`config.mk`:
```
export PLATFORM = sky130hd
export DESIGN_NAME = mmp_ctrl
export DESIGN_NICKNAME = d
export VERILOG_FILES = /design/src/hw/rtl/mmp_pkg.sv /design/src/hw/rtl/mmp_ctrl.sv
export SDC_FILE = /design/constraint.sdc
export NUM_CORES = 1
export LEC_CHECK = 0
export ABC_AREA = 0
export BUFFER_PORTS_ARGS = -buffer_cell sky130_fd_sc_hd__buf_4
export CAP_MARGIN = 20
export CORE_ASPECT_RATIO = 1.1
export CORE_UTILIZATION = 45
export CTS_CLUSTER_DIAMETER = 60
export DETAILED_ROUTE_END_ITERATION = 10
export HOLD_SLACK_MARGIN = 0.05
export PLACE_DENSITY = 0.66
export SYNTH_ARGS = -nofsm -noshare
export SYNTH_HDL_FRONTEND = slang
export SYNTH_SLANG_ARGS = --single-unit
```
`constraint.sdc`:
```
create_clock -name clk -period 3.43 [get_ports clk]
set_clock_uncertainty 0.05 [all_clocks]
set_input_delay 0.5145 -clock clk [delete_from_list [all_inputs] [get_ports clk]]
set_output_delay 0.5145 -clock clk [all_outputs]
set_load 0.02 [all_outputs]
```
`src/hw/rtl/mmp_pkg.sv`:
```
`timescale 1ns / 1ps

package mmp_pkg;

	localparam int ENTRY_W   = 30;
	localparam int POW_W     = 31;
	localparam int EXP_BITS  = 31;
	localparam int PROD_W    = 2 * ENTRY_W;
	localparam int S_TDATA_W = 152;
	localparam int M_TDATA_W = 120;

	localparam logic [ENTRY_W-1:0] PRIME_MOD = 30'd998244353;

	// Barrett constant floor(2^60 / p), 31 bits wide
	localparam logic [63:0] MU_WIDE    = (64'd1 << PROD_W) / 64'd998244353;
	localparam logic [30:0] BARRETT_MU = MU_WIDE[30:0];

	// issue to writeback, in cycles
	localparam int PIPE_LAT = 5;
	localparam int WAIT_CYC = PIPE_LAT - 1;

	typedef logic [ENTRY_W-1:0] entry_t;

	typedef struct packed {
		entry_t m11;
		entry_t m10;
		entry_t m01;
		entry_t m00;
	} mat_t;

	typedef struct packed {
		logic load;
		logic issue_mul;
		logic issue_sqr;
		logic out_load;
	} mmp_cmd_t;

endpackage

```
`src/hw/rtl/mmp_ctrl.sv`:
```
`timescale 1ns / 1ps

module mmp_ctrl
	import mmp_pkg::*;
(
	input  logic     clk,
	input  logic     arst_n,
	input  logic     in_valid,
	output logic     in_ready,
	output logic     out_valid,
	input  logic     out_ready,
	output mmp_cmd_t cmd
);

	localparam logic [2:0] ST_IDLE = 3'd0;
	localparam logic [2:0] ST_MUL  = 3'd1;
	localparam logic [2:0] ST_SQR  = 3'd2;
	localparam logic [2:0] ST_WAIT = 3'd3;
	localparam logic [2:0] ST_DONE = 3'd4;

	localparam int CNT_W  = $clog2(EXP_BITS) + 1;
	localparam int WAIT_W = $clog2(WAIT_CYC) + 1;

	localparam logic [CNT_W-1:0]  LAST_BIT  = CNT_W'(EXP_BITS - 1);
	localparam logic [WAIT_W-1:0] LAST_WAIT = WAIT_W'(WAIT_CYC - 1);

	logic [2:0]        state_q;
	logic [CNT_W-1:0]  bit_q;
	logic [WAIT_W-1:0] wait_q;
	logic              out_valid_q;
	logic              out_free;

	assign out_free  = !out_valid_q || out_ready;
	assign in_ready  = (state_q == ST_IDLE);
	assign out_valid = out_valid_q;

	always_comb begin
		cmd           = '0;
		cmd.load      = (state_q == ST_IDLE) && in_valid;
		cmd.issue_mul = (state_q == ST_MUL);
		cmd.issue_sqr = (state_q == ST_SQR);
		cmd.out_load  = (state_q == ST_DONE) && out_free;
	end

	always_ff @(posedge clk or negedge arst_n) begin
		if (!arst_n) begin
			state_q     <= ST_IDLE;
			bit_q       <= '0;
			wait_q      <= '0;
			out_valid_q <= 1'b0;
		end else begin
			if (cmd.out_load) begin
				out_valid_q <= 1'b1;
			end else if (out_ready) begin
				out_valid_q <= 1'b0;
			end
			case (state_q)
				ST_IDLE: begin
					if (in_valid) begin
						bit_q   <= '0;
						state_q <= ST_MUL;
					end
				end
				ST_MUL: begin
					state_q <= ST_SQR;
				end
				ST_SQR: begin
					wait_q  <= '0;
					state_q <= ST_WAIT;
				end
				ST_WAIT: begin
					// new base lands on the last wait edge
					if (wait_q == LAST_WAIT) begin
						if (bit_q == LAST_BIT) begin
							state_q <= ST_DONE;
						end else begin
							bit_q   <= bit_q + 1'b1;
							state_q <= ST_MUL;
						end
					end else begin
						wait_q <= wait_q + 1'b1;
					end
				end
				ST_DONE: begin
					if (out_free) begin
						state_q <= ST_IDLE;
					end
				end
				default: begin
					state_q <= ST_IDLE;
				end
			endcase
		end
	end

endmodule

```
# == After elaboration in Yosys (flattened, before gate mapping) ==
# Cells that the tools add are included.
# W data, S select, Z words.
# totals
input_bits,4
word_cells,41
reg_bits,13
output_inout_bits,6
# op_classes
n_mux,13
eq_ne,11
add_sub_neg,2
reduce_logical,11
# ops
cell,count
$mux W6,3
$mux W3,5
$pmux W3 S5,1
$pmux W6 S2,1
$ne A2 B2 Y1 const B,5
$eq A3 B2 Y1 const B,3
$add A6 B1 Y6 const B,1
$eq A6 B5 Y1 const B,1
$pmux W3 S2,1
$reduce_bool A2 Y1,3
$reduce_and A4 Y1,1
$add A3 B1 Y3 const B,1
$eq A3 B1 Y1 const B,1
$eq A3 B3 Y1 const B,1
$logic_not A3 Y1,1
$reduce_and A3 Y1,1
$logic_and A1 B1 Y1,2
$mux W1,2
$reduce_and A2 Y1,1
$logic_not A1 Y1,1
$logic_or A1 B1 Y1,1

# == Longest topological paths before layout ==
# logic_depth
depth_word,4
depth_mapped,7
ltp_nobuf,6

# == Worst setup path after synthesis ==
# OpenSTA, ideal clock, no wires.
# synth_path
kind,register -> output
start,reg state_q[0]
end,out cmd[3] (netlist bit)
path_stages_with_launch,4
required_ns,2.865
path_slack_ns,1.635
arrival_ns,1.230
n_path_buf,1
cell_sequence,dfrtp_1 -> buf_2 -> nand2b_1 -> nor3_1
# synth_lines
item,line_no,rtl
"start, declared",mmp_ctrl.sv:27,logic [2:0] state_q;
"start signal, assigned",mmp_ctrl.sv:47,state_q <= ST_IDLE;
"start signal, assigned",mmp_ctrl.sv:61,state_q <= ST_MUL;
"start signal, assigned",mmp_ctrl.sv:65,state_q <= ST_SQR;
"end, declared",mmp_ctrl.sv:12,output mmp_cmd_t cmd

==> results.toml <==
[outcome]
outcome = "completed"

[synth]
synth_commonest_cells = "dfrtp_1 (13), nand2_1 (9), nor2_1 (5)"
synth_cells = 81
post-synth-top-area-cell = "dfrtp_1"
synth.distinct_cells = 30
synth.most_common_cell = "dfrtp_1"
syn_nets = 89
netlist.area_leader.share = 0.433
ys_warn_count = 0
async_flop_share = 1.00
ys.flop_type = "dfrtp_1"
post_synth.cell_area_avg_um2 = 9.28
ys_ff_latch = 13
synth_edf_count = 0
synth-seq-area-share = 0.433
syn_area_um2 = 752
synth_area_leaders = "dfrtp_1 (43%), ha_1 (6.7%), nand2_1 (4.5%)"

[critical_path]
crit_chain = "nand2b_1 -> nor3_1 -> buf_4"
crit_path_max_fanout = 10
slowest_delay_ps = 490
reg2reg_from = "wait_q[0]$_DFFE_PN0P_"
rr_worst_depth = 5
critPathBufInv = 1
crit_family = "simple AND/OR/NAND/NOR gates"
timing_worst_setup_path_type = "register to output port"
r2r_end = "bit_q[5]$_DFFE_PN0P_"
crit_required_ps = 2870
end_kind = "output port"
start_kind = "register"
r2r_slack_ps = 1720
critPathSlowestCell = "dfrtp_1"
arrival_ps = 1480

[clock_network]
tritoncts = "done"
cts-root-buf = "clkbuf_4"
clk-insertion-delay-late_ps = 270
cts_setup_buffers = 0
ctsResizeCount = 0
clkTransAtPathRegs_ps = 90
clk_path_buf_depth = 2
numCtsBuffers = 3
htree_num_levels = 1
cts_hold_repair.buffers = 1
cts_sinks = 13

[cells_and_area]
layout.nets = 99
area_growth_pct = 13.6
finalInstanceArea_um2 = 855
drive_gt1_frac = 0.178
final_cells = 107
diodes = 0
final_core_util = 0.549

[sta]
tightest_slew_ps = 429
max_slew_margin = 0.714
min_period_over_period = 0.597
setup_viol = 0
postLayoutSetupSlackWorst_ps = 1380
fmax_ghz = 0.488
drv_slew = 0
hold_viol_final = 0
grt_setup_unrepaired = "false"
period_minus_slack_ps = 2050
tns_ps = 0
hold_ws_ps = 435

[place]
portBuffers = 9
place_congestion = 0.689
dp_slack_ps = 1700
dpl-instance-area_um2 = 818
dp_hpwl_um = 1020
place_inst = 102

[die]
die_h_um = 44.9
die_area_um2 = 1840
io_pins = 10
start_util = 0.483
core_area_um2 = 1560
rows = 15
die_w_um = 41.0

[hold_path]
worstHoldPathCells = 1
worst_hold_path_type = "register to register"
holdPathEnd = "bit_q[4]$_DFFE_PN0P_"
min-delay-start = "bit_q[4]$_DFFE_PN0P_"

[flow_run]
maxCapViolations = 0

[power_and_ir_drop]
p_total_mw = 0.761
vdd_drop_max_mv = 0.504
leakagePower_nw = 0.400
cellPowerDensity_nw_per_um2 = 890

[routing]
vias_per_cell = 5.64
drt-total-wl_um = 1440
first_iter_violations = 12
antenna_left = 0
dr.pass1.iters = 4
routedWlPerCell_um = 13.5
drc = 0
num_vias = 603

[grt]
antenna_found_initial = 0
grt_pass1_vias = 557
grt.busiest_layer = "met2"
use_met3 = 0.0443
grt_overflow = 0
grt_use_total = 0.190
grtUsageMet1 = 0.220
grt_pass1_wl_um = 2270
grt_start_max_net_pins = 15
grtUsageMet2 = 0.303
[logic make-up after synthesis]
family / Yosys count / share of synthesized area
buffers and inverters: 9 / 0.0499
adder cells (fa/ha/maj): 4 / 0.0666
multiplexers: 1 / 0.0150
flip-flops: 13 / 0.433
AND/OR/NAND/NOR: 38 / 0.290
AO/OA/AOI/OAI: 16 / 0.146
[layer usage]
layer | share of wire | up-vias
li1 | - | 307
met1 | 0.50 | 286
met2 | 0.46 | 8
met3 | 0.022 | 2
met4 | 0.012 | 0
met5 | 0 | -
[report_power, final]
part | internal, mW | leakage [nW] | switching, mW
clock | 0.0450 | 0.0150 | 0.0510
combinational | 0.167 | 0.223 | 0.208
sequential | 0.217 | 0.162 | 0.0731
[cell usage in the layout (no fill, tap or decap), types with 2 or more instances in the layout]
cell type	instances
ha_1	4
o31ai_1	2
nor3_1	4
o21ai_0	3
inv_1	4
and3_1	2
nor3b_1	2
nand3_1	2
or3_1	3
nand2b_1	3
dfrtp_1	13
nand2_1	9
buf_4	9
clkbuf_4	3
nand4_1	3
a31oi_1	4
nor2_1	5
[state kept, by name, summed over array words and instances, names as in the netlist]
name / flops
wait_q: 3
state_q: 3
out_valid: 1
bit_q: 6
[area by class of cell]
| class | count | area [µm²] |
|---|---|---|
| Sequential cell | 13 | 325 |
| Timing Repair Buffer | 10 | 77.6 |
| Fill cell | 147 | 703 |
| Clock buffer | 4 | 26.3 |
| Tap cell | 17 | 21.3 |
| Inverter | 4 | 15.0 |
| Multi-Input combinational cell | 59 | 389 |
[worst max path at each step]
stage | start | endpoint | slack (ps) | depth (start not counted)
after global placement | bit_q[0]$_DFFE_PN0P_ | bit_q[4]$_DFFE_PN0P_ | 1730 | 5
after floorplan | state_q[0]$_DFFE_PN0P_ | cmd[3] | 1640 | 3
after detailed placement | state_q[0]$_DFFE_PN0P_ | cmd[3] | 1700 | 3
final | state_q[0]$_DFFE_PN0P_ | cmd[3] | 1380 | 3
after CTS | state_q[0]$_DFFE_PN0P_ | cmd[3] | 1370 | 3
after global routing | state_q[0]$_DFFE_PN0P_ | cmd[3] | 1280 | 3
No activity file was read; power rests on OpenSTA's default activity.
